==> src/rtl/trapezoid_motion_profile_top_defines.svh <==
// Assertion macros for the profile generator RTL.
`ifndef TRAPEZOID_MOTION_PROFILE_TOP_DEFINES_SVH
`define TRAPEZOID_MOTION_PROFILE_TOP_DEFINES_SVH

// Condition holds in the same cycle as the trigger.
`define TMP_ASSERT_SAME(label, pre, post, msg) \
    label: assert property (@(posedge clk) disable iff (!rst_n) (pre) |-> (post)) \
        else $error(msg);

// Condition holds in the cycle after the trigger.
`define TMP_ASSERT_NEXT(label, pre, post, msg) \
    label: assert property (@(posedge clk) disable iff (!rst_n) (pre) |=> (post)) \
        else $error(msg);

`endif

==> src/rtl/tmp_pkg.sv <==
// Types, constants and helpers of the trapezoidal profile generator.
`default_nettype none
package tmp_pkg;

    localparam int FRAC_BITS = 24;
    // one millisecond in fixed point, rounded
    localparam int DT_Q = ((1 << FRAC_BITS) + 500) / 1000;

    localparam logic [5:0] MUL_LAST = 6'd31;
    localparam logic [5:0] DIV_LAST = 6'd62;

    localparam logic [31:0] SAT_MAX = 32'h7fff_ffff;
    localparam logic [31:0] SAT_MIN = 32'h8000_0000;

    typedef enum logic [1:0]
    {
        OP_TICK     = 2'd0,
        OP_ADD_DIST = 2'd1,
        OP_ADD_HEAD = 2'd2,
        OP_NONE     = 2'd3
    } opcode_t;

    typedef enum logic [2:0]
    {
        REG_LINEAR_ACCEL = 3'd0,
        REG_TURN_ACCEL   = 3'd1,
        REG_LINEAR_LIMIT = 3'd2,
        REG_TURN_LIMIT   = 3'd3,
        REG_END_SPEED    = 3'd4,
        REG_GO_BACKWARD  = 3'd5,
        REG_TURN_CW      = 3'd6,
        REG_APPROACH     = 3'd7
    } reg_index_t;

    typedef enum logic [4:0]
    {
        ST_IDLE = 5'b00001,
        ST_MUL  = 5'b00010,
        ST_DIV  = 5'b00100,
        ST_UPD  = 5'b01000,
        ST_OUT  = 5'b10000
    } state_t;

    typedef enum logic [3:0]
    {
        PH_VV   = 4'd0,
        PH_FF   = 4'd1,
        PH_LDIV = 4'd2,
        PH_WW   = 4'd3,
        PH_RDIV = 4'd4,
        PH_LDT  = 4'd5,
        PH_RDT  = 4'd6,
        PH_PD   = 4'd7,
        PH_PH   = 4'd8
    } phase_t;

    function automatic logic [31:0] abs32(input logic [31:0] x);
        abs32 = x[31] ? (32'd0 - x) : x;
    endfunction

    // quotient magnitude to a saturated signed 32-bit braking distance
    function automatic logic [31:0] sat_quot(input logic [62:0] q, input logic neg);
        logic [31:0] r;
        if (!neg)
        begin
            r = (q > 63'(SAT_MAX)) ? SAT_MAX : q[31:0];
        end
        else
        begin
            r = (q > 63'(SAT_MIN)) ? SAT_MIN : (32'd0 - q[31:0]);
        end
        sat_quot = r;
    endfunction

    function automatic logic [31:0] clamp_dir(input logic signed [33:0] x,
                                              input logic neg_side,
                                              input logic [30:0] lim);
        logic signed [33:0] l;
        logic signed [33:0] r;
        l = $signed({3'b000, lim});
        if (!neg_side)
        begin
            if (x < 0)
                r = '0;
            else if (x > l)
                r = l;
            else
                r = x;
        end
        else
        begin
            if (x > 0)
                r = '0;
            else if (x < -l)
                r = -l;
            else
                r = x;
        end
        clamp_dir = r[31:0];
    endfunction

endpackage
`default_nettype wire

==> src/rtl/trapezoid_motion_profile_top.sv <==
// Two-axis trapezoidal velocity profile generator, top level.
//
// Requests enter on the s_ stream: s_tuser carries the opcode (tick, add to
// distance goal, add to heading goal), s_tdata the signed Q8.24 delta.
// Each request yields one result on the m_ stream: both speeds, both planned
// positions and both goals, taken from the state after the request.
// One request is in work at a time; s_tready is high only when idle.
// A tick runs on a radix-2 shift-add multiplier and a restoring divider,
// one bit per cycle: seven 32-step products and two 63-step divisions;
// the division for an acceleration register that is zero is skipped.
// Goal additions go straight from idle to the output state.
// The output register holds a result until m_tready; a new request can be
// accepted meanwhile and its result waits until the register frees.
// Configuration writes (cfg_we, cfg_index, cfg_data) take effect at once
// and are meant to be issued only while idle.
// Reset clears goals, speeds, positions, end speed and flags to zero, sets accelerations
// and limits to 1.0 and empties the output register; the datapath registers are not reset.
`default_nettype none
`include "trapezoid_motion_profile_top_defines.svh"
module trapezoid_motion_profile_top
    import tmp_pkg::*;
(
    input  wire logic         clk,
    input  wire logic         rst_n,
    input  wire logic         s_tvalid,
    output logic              s_tready,
    input  wire logic [31:0]  s_tdata,   // delta
    input  wire logic [1:0]   s_tuser,   // opcode
    output logic              m_tvalid,
    input  wire logic         m_tready,
    // speed_now, turn_rate_now, distance_now, heading_now,
    // distance_goal_now, heading_goal_now
    output logic [191:0]      m_tdata,
    input  wire logic         cfg_we,
    input  wire logic [2:0]   cfg_index,
    input  wire logic [30:0]  cfg_data
);

    // configuration
    logic [30:0] lin_acc_reg, turn_acc_reg, lin_lim_reg, turn_lim_reg, end_speed_reg;
    logic        backward_reg, clockwise_reg, approach_reg;

    // profile state
    logic [31:0] goal_d_reg, goal_d_next, goal_h_reg, goal_h_next;
    logic [31:0] v_reg, v_next, w_reg, w_next;
    logic [31:0] pd_reg, pd_next, ph_reg, ph_next;

    // control
    state_t      state_reg, state_next;
    phase_t      phase_reg, phase_next;
    logic [5:0]  cnt_reg, cnt_next;
    logic        m_tvalid_reg, m_tvalid_next;

    // shared multiply / divide datapath
    logic [63:0] mcand_reg, mcand_next;
    logic [31:0] mplier_reg, mplier_next;   // divisor during a division
    logic [63:0] acc_reg, acc_next;         // dividend / quotient during a division
    logic [32:0] rem_reg, rem_next;
    logic [63:0] sq_reg, sq_next;
    logic        neg_reg, neg_next;
    logic [31:0] dl_reg, dl_next, dr_reg, dr_next;
    logic [31:0] adt_l_reg, adt_l_next, adt_r_reg, adt_r_next;
    logic [191:0] out_reg, out_next;

    // comb helpers
    logic [63:0] acc_mul;
    logic [31:0] prod_dt;
    logic [32:0] div_sh, div_rem;
    logic        div_ge;
    logic [62:0] div_q;
    logic signed [63:0] num_s;
    logic [63:0] num_mag;
    logic        mul_go, div_go;
    logic [31:0] mul_a, mul_b, div_d;
    logic [62:0] div_n;
    phase_t      mul_ph, div_ph;
    logic signed [33:0] pd34, ph34, gd34, gh34, dl34, dr34, v34, w34, adl34, adr34;
    logic signed [33:0] vs34, ws34;
    logic        lin_up, rot_up;

    assign s_tready = (state_reg == ST_IDLE);
    assign m_tvalid = m_tvalid_reg;
    assign m_tdata  = out_reg;

    always_comb
    begin
        state_next    = state_reg;
        phase_next    = phase_reg;
        cnt_next      = cnt_reg;
        m_tvalid_next = m_tvalid_reg;
        goal_d_next   = goal_d_reg;
        goal_h_next   = goal_h_reg;
        v_next        = v_reg;
        w_next        = w_reg;
        pd_next       = pd_reg;
        ph_next       = ph_reg;
        mcand_next    = mcand_reg;
        mplier_next   = mplier_reg;
        acc_next      = acc_reg;
        rem_next      = rem_reg;
        sq_next       = sq_reg;
        neg_next      = neg_reg;
        dl_next       = dl_reg;
        dr_next       = dr_reg;
        adt_l_next    = adt_l_reg;
        adt_r_next    = adt_r_reg;
        out_next      = out_reg;

        mul_go = 1'b0;
        mul_a  = '0;
        mul_b  = '0;
        mul_ph = PH_VV;
        div_go = 1'b0;
        div_n  = '0;
        div_d  = '0;
        div_ph = PH_LDIV;

        acc_mul = acc_reg + (mplier_reg[0] ? mcand_reg : 64'd0);
        prod_dt = 32'(acc_mul >> FRAC_BITS);
        div_sh  = {rem_reg[31:0], acc_reg[62]};
        div_ge  = (div_sh >= {1'b0, mplier_reg});
        div_rem = div_ge ? (div_sh - {1'b0, mplier_reg}) : div_sh;
        div_q   = {acc_reg[61:0], div_ge};
        num_s   = $signed(sq_reg - acc_mul);
        num_mag = num_s[63] ? (64'd0 - num_s) : num_s;

        pd34  = $signed({{2{pd_reg[31]}}, pd_reg});
        ph34  = $signed({{2{ph_reg[31]}}, ph_reg});
        gd34  = $signed({{2{goal_d_reg[31]}}, goal_d_reg});
        gh34  = $signed({{2{goal_h_reg[31]}}, goal_h_reg});
        dl34  = $signed({{2{dl_reg[31]}}, dl_reg});
        dr34  = $signed({{2{dr_reg[31]}}, dr_reg});
        v34   = $signed({{2{v_reg[31]}}, v_reg});
        w34   = $signed({{2{w_reg[31]}}, w_reg});
        adl34 = $signed({2'b00, adt_l_reg});
        adr34 = $signed({2'b00, adt_r_reg});

        if (!approach_reg)
            lin_up = !backward_reg;
        else if (!backward_reg)
            lin_up = (pd34 < gd34 - dl34);
        else
            lin_up = !(pd34 > gd34 + dl34);
        if (!clockwise_reg)
            rot_up = (ph34 < gh34 - dr34);
        else
            rot_up = !(ph34 > gh34 + dr34);
        vs34 = lin_up ? (v34 + adl34) : (v34 - adl34);
        ws34 = rot_up ? (w34 + adr34) : (w34 - adr34);

        case (state_reg)
            ST_IDLE:
            begin
                if (s_tvalid)
                begin
                    case (opcode_t'(s_tuser))
                        OP_TICK:
                        begin
                            mul_go = 1'b1;
                            mul_a  = abs32(v_reg);
                            mul_b  = abs32(v_reg);
                            mul_ph = PH_VV;
                        end
                        OP_ADD_DIST:
                        begin
                            goal_d_next = goal_d_reg + s_tdata;
                            state_next  = ST_OUT;
                        end
                        OP_ADD_HEAD:
                        begin
                            goal_h_next = goal_h_reg + s_tdata;
                            state_next  = ST_OUT;
                        end
                        default:
                        begin
                            state_next = ST_OUT;
                        end
                    endcase
                end
            end
            ST_MUL:
            begin
                acc_next    = acc_mul;
                mcand_next  = {mcand_reg[62:0], 1'b0};
                mplier_next = {1'b0, mplier_reg[31:1]};
                cnt_next    = cnt_reg + 6'd1;
                if (cnt_reg == MUL_LAST)
                begin
                    case (phase_reg)
                        PH_VV:
                        begin
                            sq_next = acc_mul;
                            mul_go  = 1'b1;
                            mul_a   = {1'b0, end_speed_reg};
                            mul_b   = {1'b0, end_speed_reg};
                            mul_ph  = PH_FF;
                        end
                        PH_FF:
                        begin
                            neg_next = num_s[63];
                            if (lin_acc_reg == '0)
                            begin
                                // zero acceleration: saturate by sign of v^2-vf^2
                                if (num_s == 0)
                                    dl_next = '0;
                                else
                                    dl_next = num_s[63] ? SAT_MIN : SAT_MAX;
                                mul_go = 1'b1;
                                mul_a  = abs32(w_reg);
                                mul_b  = abs32(w_reg);
                                mul_ph = PH_WW;
                            end
                            else
                            begin
                                div_go = 1'b1;
                                div_n  = num_mag[62:0];
                                div_d  = {lin_acc_reg, 1'b0};
                                div_ph = PH_LDIV;
                            end
                        end
                        PH_WW:
                        begin
                            neg_next = 1'b0;
                            if (turn_acc_reg == '0)
                            begin
                                dr_next = (acc_mul == 64'd0) ? 32'd0 : SAT_MAX;
                                mul_go  = 1'b1;
                                mul_a   = {1'b0, lin_acc_reg};
                                mul_b   = 32'(DT_Q);
                                mul_ph  = PH_LDT;
                            end
                            else
                            begin
                                div_go = 1'b1;
                                div_n  = acc_mul[62:0];
                                div_d  = {turn_acc_reg, 1'b0};
                                div_ph = PH_RDIV;
                            end
                        end
                        PH_LDT:
                        begin
                            adt_l_next = prod_dt;
                            mul_go     = 1'b1;
                            mul_a      = {1'b0, turn_acc_reg};
                            mul_b      = 32'(DT_Q);
                            mul_ph     = PH_RDT;
                        end
                        PH_RDT:
                        begin
                            adt_r_next = prod_dt;
                            state_next = ST_UPD;
                        end
                        PH_PD:
                        begin
                            pd_next = pd_reg + (v_reg[31] ? (32'd0 - prod_dt) : prod_dt);
                            mul_go  = 1'b1;
                            mul_a   = abs32(w_reg);
                            mul_b   = 32'(DT_Q);
                            mul_ph  = PH_PH;
                        end
                        PH_PH:
                        begin
                            ph_next    = ph_reg + (w_reg[31] ? (32'd0 - prod_dt) : prod_dt);
                            state_next = ST_OUT;
                        end
                        default:
                        begin
                            state_next = ST_OUT;
                        end
                    endcase
                end
            end
            ST_DIV:
            begin
                rem_next = div_rem;
                acc_next = {1'b0, div_q};
                cnt_next = cnt_reg + 6'd1;
                if (cnt_reg == DIV_LAST)
                begin
                    if (phase_reg == PH_LDIV)
                    begin
                        dl_next = sat_quot(div_q, neg_reg);
                        mul_go  = 1'b1;
                        mul_a   = abs32(w_reg);
                        mul_b   = abs32(w_reg);
                        mul_ph  = PH_WW;
                    end
                    else
                    begin
                        dr_next = sat_quot(div_q, 1'b0);
                        mul_go  = 1'b1;
                        mul_a   = {1'b0, lin_acc_reg};
                        mul_b   = 32'(DT_Q);
                        mul_ph  = PH_LDT;
                    end
                end
            end
            ST_UPD:
            begin
                v_next = clamp_dir(vs34, backward_reg, lin_lim_reg);
                w_next = clamp_dir(ws34, clockwise_reg, turn_lim_reg);
                mul_go = 1'b1;
                mul_a  = abs32(clamp_dir(vs34, backward_reg, lin_lim_reg));
                mul_b  = 32'(DT_Q);
                mul_ph = PH_PD;
            end
            ST_OUT:
            begin
                if (!m_tvalid_reg || m_tready)
                begin
                    out_next   = {goal_h_reg, goal_d_reg, ph_reg, pd_reg, w_reg, v_reg};
                    state_next = ST_IDLE;
                end
            end
            default:
            begin
                state_next = ST_IDLE;
            end
        endcase

        if (mul_go)
        begin
            state_next  = ST_MUL;
            phase_next  = mul_ph;
            cnt_next    = '0;
            mcand_next  = {32'd0, mul_a};
            mplier_next = mul_b;
            acc_next    = '0;
        end
        if (div_go)
        begin
            state_next  = ST_DIV;
            phase_next  = div_ph;
            cnt_next    = '0;
            mplier_next = div_d;
            acc_next    = {1'b0, div_n};
            rem_next    = '0;
        end

        // output register: load on leaving ST_OUT, drain on m_tready
        if ((state_reg == ST_OUT) && (!m_tvalid_reg || m_tready))
            m_tvalid_next = 1'b1;
        else if (m_tready)
            m_tvalid_next = 1'b0;
    end

    always_ff @(posedge clk or negedge rst_n)
    begin
        if (!rst_n)
        begin
            lin_acc_reg   <= 31'(1 << FRAC_BITS);
            turn_acc_reg  <= 31'(1 << FRAC_BITS);
            lin_lim_reg   <= 31'(1 << FRAC_BITS);
            turn_lim_reg  <= 31'(1 << FRAC_BITS);
            end_speed_reg <= '0;
            backward_reg  <= 1'b0;
            clockwise_reg <= 1'b0;
            approach_reg  <= 1'b0;
            goal_d_reg    <= '0;
            goal_h_reg    <= '0;
            v_reg         <= '0;
            w_reg         <= '0;
            pd_reg        <= '0;
            ph_reg        <= '0;
            state_reg     <= ST_IDLE;
            phase_reg     <= PH_VV;
            cnt_reg       <= '0;
            m_tvalid_reg  <= 1'b0;
        end
        else
        begin
            if (cfg_we)
            begin
                case (reg_index_t'(cfg_index))
                    REG_LINEAR_ACCEL: lin_acc_reg   <= cfg_data;
                    REG_TURN_ACCEL:   turn_acc_reg  <= cfg_data;
                    REG_LINEAR_LIMIT: lin_lim_reg   <= cfg_data;
                    REG_TURN_LIMIT:   turn_lim_reg  <= cfg_data;
                    REG_END_SPEED:    end_speed_reg <= cfg_data;
                    REG_GO_BACKWARD:  backward_reg  <= cfg_data[0];
                    REG_TURN_CW:      clockwise_reg <= cfg_data[0];
                    REG_APPROACH:     approach_reg  <= cfg_data[0];
                    default:          approach_reg  <= approach_reg;
                endcase
            end
            goal_d_reg   <= goal_d_next;
            goal_h_reg   <= goal_h_next;
            v_reg        <= v_next;
            w_reg        <= w_next;
            pd_reg       <= pd_next;
            ph_reg       <= ph_next;
            state_reg    <= state_next;
            phase_reg    <= phase_next;
            cnt_reg      <= cnt_next;
            m_tvalid_reg <= m_tvalid_next;
        end
    end

    always_ff @(posedge clk)
    begin
        mcand_reg  <= mcand_next;
        mplier_reg <= mplier_next;
        acc_reg    <= acc_next;
        rem_reg    <= rem_next;
        sq_reg     <= sq_next;
        neg_reg    <= neg_next;
        dl_reg     <= dl_next;
        dr_reg     <= dr_next;
        adt_l_reg  <= adt_l_next;
        adt_r_reg  <= adt_r_next;
        out_reg    <= out_next;
    end

    `TMP_ASSERT_SAME(a_mul_count, state_reg == ST_MUL, cnt_reg <= MUL_LAST,
        "multiplier ran past its last step")
    `TMP_ASSERT_SAME(a_div_rem, state_reg == ST_DIV, rem_reg < 33'(mplier_reg),
        "divider remainder not below divisor")
    `TMP_ASSERT_NEXT(a_accept_busy, s_tvalid && s_tready, state_reg != ST_IDLE,
        "request accepted but sequencer stayed idle")
    `TMP_ASSERT_SAME(a_out_load, $rose(m_tvalid_reg), $past(state_reg == ST_OUT),
        "result presented without passing the output state")

endmodule
`default_nettype wire
==> config.mk <==
export PLATFORM = sky130hd
export DESIGN_NAME = trapezoid_motion_profile_top
export DESIGN_NICKNAME = d
export VERILOG_FILES = /design/src/rtl/tmp_pkg.sv /design/src/rtl/trapezoid_motion_profile_top.sv
export VERILOG_INCLUDE_DIRS = /design/src /design/src/rtl
export SDC_FILE = /design/constraint.sdc
export NUM_CORES = 2
export LEC_CHECK = 0
export ABC_AREA = 1
export ABC_CLOCK_PERIOD_IN_PS = 15550
export CAP_MARGIN = 20
export CELL_PAD_IN_SITES_DETAIL_PLACEMENT = 1
export CELL_PAD_IN_SITES_GLOBAL_PLACEMENT = 2
export CORE_UTILIZATION = 42
export CTS_CLUSTER_DIAMETER = 100
export CTS_CLUSTER_SIZE = 40
export DETAILED_ROUTE_END_ITERATION = 7
export DONT_BUFFER_PORTS = 1
export HOLD_SLACK_MARGIN = 0.05
export PLACE_DENSITY_LB_ADDON = 0.1
export SLEW_MARGIN = 15
export SYNTH_ARGS = -nofsm -noshare
export SYNTH_HDL_FRONTEND = slang
export SYNTH_SLANG_ARGS = --single-unit
==> constraint.sdc <==
create_clock -name clk -period 15.55 [get_ports clk]
set_input_delay 3.11 -clock clk [delete_from_list [all_inputs] [get_ports clk]]
set_output_delay 3.11 -clock clk [all_outputs]
set_load 0.005 [all_outputs]
After elaboration in Yosys (flattened, before gate mapping)
Cells that the tools add are included.

Add/subtract/negate cells: 24. $mul: 0. Div/mod/pow operators: 0. $lt $le $gt $ge: 15. Eq/ne operators: 37. Shifts and indexed selects: 0. Multiplexer cells: 115. Bitwise gates (word level): 0. Reduce and logical (&&, ||, !) cells: 47.

Operators with widths (number): 32-bit 2-to-1 mux (50); 63-bit 2-to-1 mux (7); 32-bit case mux with 4 select lines (3); 32-bit case mux with 2 select lines (3); 32-bit case mux with 5 select lines (1); 1-bit by 32-bit subtractor with 32-bit output (first input constant) (5); 32-bit adder (4); 64-bit zero test (2); 64-bit case mux with 2 select lines (1); 63-bit case mux with 2 select lines (1); 32-bit by 33-bit adder with 34-bit output (2); 34-bit by 1-bit > comparator with 1-bit output (second input constant) (2); 34-bit by 32-bit > comparator with 1-bit output (2); 34-bit by 1-bit < comparator with 1-bit output (second input constant) (2); 34-bit < comparator (2); 34-bit 2-to-1 mux (2); 31-bit negation with 34-bit output (2); 32-bit by 33-bit subtractor with 34-bit output (2); 32-bit by 32-bit adder with 33-bit output (2); 32-bit by 33-bit > comparator with 1-bit output (2); 32-bit by 33-bit < comparator with 1-bit output (2); 32-bit by 32-bit subtractor with 33-bit output (2); 64-bit adder (1); 64-bit 2-to-1 mux (1); 59 further kinds (135).

Bits in registers: 943. Latch bits: 0. Memory bits (writable): 0. Memory bits (read-only): 0. Bits of input ports: 73. Output and inout port bits: 194. Logic and storage cells: 269. Memories: 0.

Depth between registers and ports, before layout
Word-level depth: 15. Gate-level depth with buffers: 82. Mapped depth without buffers: 81.

Worst setup path after synthesis
No wires, ideal clock.

Kind: input port to flip-flop. From: input port m_tready. To: register out_reg[0], in the netlist m_tdata[0], enable pin. Library setup time: 0.747 ns. Arrival: 11.075 ns. Data required time: 14.803 ns. Path slack: 3.727 ns. Stages on the path: 2. Buffers on the path: 0. Cell sequence: nor2_1 > nor2_1.

Word-level cells in the longest chain between the ends: 2.

Ends and longest elaborated chain: from (decl) (RTL line trapezoid_motion_profile_top.sv:30) `input wire logic m_tready,`; 1-bit logical OR (RTL line trapezoid_motion_profile_top.sv:309) `if (!m_tvalid_reg || m_tready)`; 2-bit AND reduction (no line); to (signal assigned) (RTL line trapezoid_motion_profile_top.sv:411) `out_reg <= out_next;`; to (decl) (RTL line trapezoid_motion_profile_top.sv:63) `logic [191:0] out_reg, out_next;`.

Every way passes these cells. A chain may end at the register's enable or synchronous reset.

Worst setup path in the final report
From: register goal_d_reg[1]. To: register mcand_reg[17] (data pin).

Word-level cells in the longest chain between the ends: 15. Elaborated cells between the ends (all ways): 22. Classes of those cells: add/sub (3); order compare (6); mux (12); reduce/logical (1).

Ends and longest elaborated chain: from (decl) (RTL line trapezoid_motion_profile_top.sv:44) `logic [31:0] goal_d_reg, goal_d_next, goal_h_reg, goal_h_next;`; from (signal assigned) (RTL line trapezoid_motion_profile_top.sv:386) `goal_d_reg <= goal_d_next;`; 32-bit by 32-bit adder with 33-bit output (RTL line trapezoid_motion_profile_top.sv:143) `lin_up = !(pd34 > gd34 + dl34);`; 32-bit by 33-bit > comparator with 1-bit output (RTL line trapezoid_motion_profile_top.sv:143); 1-bit zero test (RTL line trapezoid_motion_profile_top.sv:143); 1-bit 2-to-1 mux * (RTL line trapezoid_motion_profile_top.sv:140) `else if (!backward_reg)`; 1-bit 2-to-1 mux * (RTL line trapezoid_motion_profile_top.sv:138) `if (!approach_reg)`; 34-bit 2-to-1 mux * (RTL line trapezoid_motion_profile_top.sv:148) `vs34 = lin_up ? (v34 + adl34) : (v34 - adl34);`; 34-bit by 32-bit > comparator with 1-bit output or 34-bit < comparator (tied branches) (RTL line tmp_pkg.sv:85, tmp_pkg.sv:94); 32-bit 2-to-1 mux, on equally long branches (RTL line tmp_pkg.sv:85, tmp_pkg.sv:94); 32-bit 2-to-1 mux, on equally long branches (RTL line tmp_pkg.sv:83, tmp_pkg.sv:92); 32-bit 2-to-1 mux * (RTL line tmp_pkg.sv:81) `if (!neg_side)`; 32-bit 2-to-1 mux * (RTL line trapezoid_motion_profile_top.sv:151) `case (state_reg)`; 1-bit by 32-bit subtractor with 32-bit output (RTL line tmp_pkg.sv:58) `abs32 = x[31] ? (32'd0 - x) : x;`; 32-bit 2-to-1 mux * (RTL line tmp_pkg.sv:58); 32-bit case mux with 4 select lines * (RTL line trapezoid_motion_profile_top.sv:151); 32-bit 2-to-1 mux * (RTL line trapezoid_motion_profile_top.sv:321) `if (mul_go)`; net mcand_next[17] (RTL line trapezoid_motion_profile_top.sv:55) `logic [63:0] mcand_reg, mcand_next;`; to (signal assigned) (RTL line trapezoid_motion_profile_top.sv:401) `mcand_reg <= mcand_next;`; to (decl) (RTL line trapezoid_motion_profile_top.sv:55).

Mark *: on every way through the listed nets, which the timed path passes. The rest lies on a longest branch. The select of a mux whose other input is x is not followed.

==> out/results.ini <==
[outcome]
status=completed

[clock_network]
cts_setup_buffers=0
clock_sinks=943
cts_tree=yes
post_cts_resized=0
clock-root-buffer=clkbuf_16
clock_latency_ns=0.78
clk_pin_slew_ns=0.15
cts_buffer_depth=3
htree_levels=2
cts_hold_buf=0
numCtsBuffers=50

[synthesis]
synthTopCellsByArea=edfxtp_1, nand2_1, ha_1
avgSynthCellArea_um2=7.370
synth_fp_nets=11740
yosysWarnings=0
synth_top_area_share_pct=19.13
synth_cell_type_count=94
post-synth-top-count-cell=nand2_1
synth_area_um2=80390
ys_seq_area_share_pct=32.15
synthArstFlopShare_pct=38.81
synth_edf_count=512
synth_top_cell_by_area=edfxtp_1
ys.flop_type=edfxtp_1
synthCells=10908
synthTopCellsByCount=nand2_1, inv_1, nor2_1, a21oi_1, o21ai_0
synth-seq-cells=943

[global_route]
grt_pass1_wl_um=534900
grt_antenna_before_repair=26
first_global_vias=79335
track_usage_pct=37.44
gr-total-overflow=0
grt_max_degree=367

[die]
start_util_pct=42.27
core_area_um2=190200
dieArea_um2=193200
die_h_um=439.5
rows=160
die_x_um=439.5
io_pins=267

[route]
wire_per_inst_um=27.81
routed_wl_um=371400
drt-initial-drc-count=7157
drcViolationCount=0
drtAntennaViolNets=0
viasPerCell=5.943
vias=79381
firstDrtPassIters=6

[sta]
setup_viol=0
skew_ns=0.06387
worst_slew_pin_slew_ns=1.272
hold_viol_final=0
fin_setup_tns_ns=0
fmax_mhz=70.98
drv_slew=0
period_needed_ns=14.09
rsz0062_at_grt=false
post-route-period-util_pct=90.60
maxSlewHeadroom_pct=15.23

[hold_path]
min-delay-path-class=reg2reg

[flow_run]
drv_cap=0

[placement]
portBuffers=0
dp.final_hpwl_um=301400
gp_congestion=1.013
placed_cell_area_um2=83250

[critical_path]
criticalPathCategory=reg2reg
crit_path_frequent_cell=nand2_1
r2r_start=goal_d_reg[1]$_DFFE_PN0P_
crit_required_ns=16.09
startpoint=goal_d_reg[1]$_DFFE_PN0P_
slowest_delay_ns=0.85
startpoint_type=register
arrival_ns=14.63
endpoint=mcand_reg[17]$_DFFE_PP_
r2r_slack_ns=1.46
rr_worst_depth=60
worstSetupEndpointType=register
r2r_end=mcand_reg[17]$_DFFE_PP_
cp_max_fo=44
crit_slowest_cell=nand2_1

[finish]
fill_cells=23881
finalInstanceArea_um2=85600
drive_above_1_share_pct=4.304
largest_reg_flops=192
syn2layout_area_growth_pct=6.479
multi_input_area_um2=47810
fin_nets=11616
seq_area_um2=25840

[pwr]
p_per_area_nw_per_um2=161.3
ir_drop_mv=0.1124
power_leakage_nw=39.71

==> worst max-delay path: cells and delay by family, from the launching register on <==
family	cells	cell delay [ns]
compound gates	21	4.69
xor+xnor	3	0.95
fa+ha+maj	4	1.47
buf+inv	6	1.29
flops	1	0.52
simple gates	26	4.85
==> per-stage QoR <==
stage | setup WS (ns) | total power [mW] | util [%] | hold WS, ns | instances
after floorplan | 3.727 | 8.921 | - | 0.4407 | 10908
after global placement | 1.955 | 11.52 | 43.76 | 0.4506 | 13238
after detailed placement | 1.642 | 11.76 | 43.77 | 0.4712 | 13239
after CTS | 1.587 | 13.70 | 44.95 | 0.4856 | 13333
after global routing | 0.3218 | 14.68 | 44.99 | 0.5072 | 13341
final | 1.461 | 13.81 | 45.01 | 0.4793 | 13358
==> final cells by class <==
class	count	area share, %
multi-input combinational	8212	55.85
tap	2511	3.670
timing repair buffer	141	1.316
sequential	943	30.19
clock buffer	53	1.500
antenna	21	0.06139
inverter	1436	6.300
clock inverter	41	1.109
==> metal layers <==
layer  GRT usage, %  vias to the layer above  wire length, um
met4          16.10                        4            18140
met5              0                        -               26
met1          49.23                    39516           158100
li1               -                    36502                -
met2          60.47                     2751           168300
met3          6.154                      608            26850
==> cells by family after synthesis <==
| logic type | after synthesis | share of synthesized area (%) |
|---|---|---|
| buf+inv | 1753 | 8.556 |
| simple gates | 4483 | 23.54 |
| flops | 943 | 32.15 |
| compound gates | 2365 | 17.13 |
| other cells | 1 | 0.004665 |
| xor+xnor | 604 | 6.693 |
| fa+ha+maj | 759 | 11.93 |
==> layout by cell type, fill, tap and decap left out, types with 102 or more instances in the layout <==
cell / Yosys / routed
ha_1: 746 / 746
edfxtp_1: 512 / 512
a21oi_1: 795 / 794
nor3_1: 152 / 149
a31oi_1: 102 / 102
nor2_1: 977 / 968
nand3_1: 444 / 440
xnor2_1: 148 / 148
dfrtp_1: 361 / 359
inv_1: 1403 / 1400
o211ai_1: 140 / 140
nand2_1: 2488 / 2485
nand4_1: 163 / 163
xor2_1: 447 / 444
buf_4: 15 / 135
o21ai_0: 792 / 792
==> worst min path at each step <==
stage | start | endpoint | slack, ns | depth (start not counted)
floorplan | mcand_reg[63]$_SDFFE_PP0P_ | mcand_reg[63]$_SDFFE_PP0P_ | 0.44 | 2
global placement | mcand_reg[63]$_SDFFE_PP0P_ | mcand_reg[63]$_SDFFE_PP0P_ | 0.45 | 2
detailed placement | acc_reg[63]$_SDFFE_PN0P_ | acc_reg[63]$_SDFFE_PN0P_ | 0.47 | 2
CTS | mcand_reg[32]$_SDFFE_PP0P_ | mcand_reg[33]$_SDFFE_PP0P_ | 0.49 | 2
global route | mcand_reg[39]$_SDFFE_PP0P_ | mcand_reg[39]$_SDFFE_PP0P_ | 0.51 | 2
finish | mcand_reg[32]$_SDFFE_PP0P_ | mcand_reg[33]$_SDFFE_PP0P_ | 0.48 | 2
==> power breakdown <==
group	total, mW	switching (mW)	internal (mW)
Combinational	8.26	5.81	2.45
Sequential	3.65	0.548	3.10
Clock	1.90	1.17	0.727
Note: power is estimated with default switching activity, not from simulation.
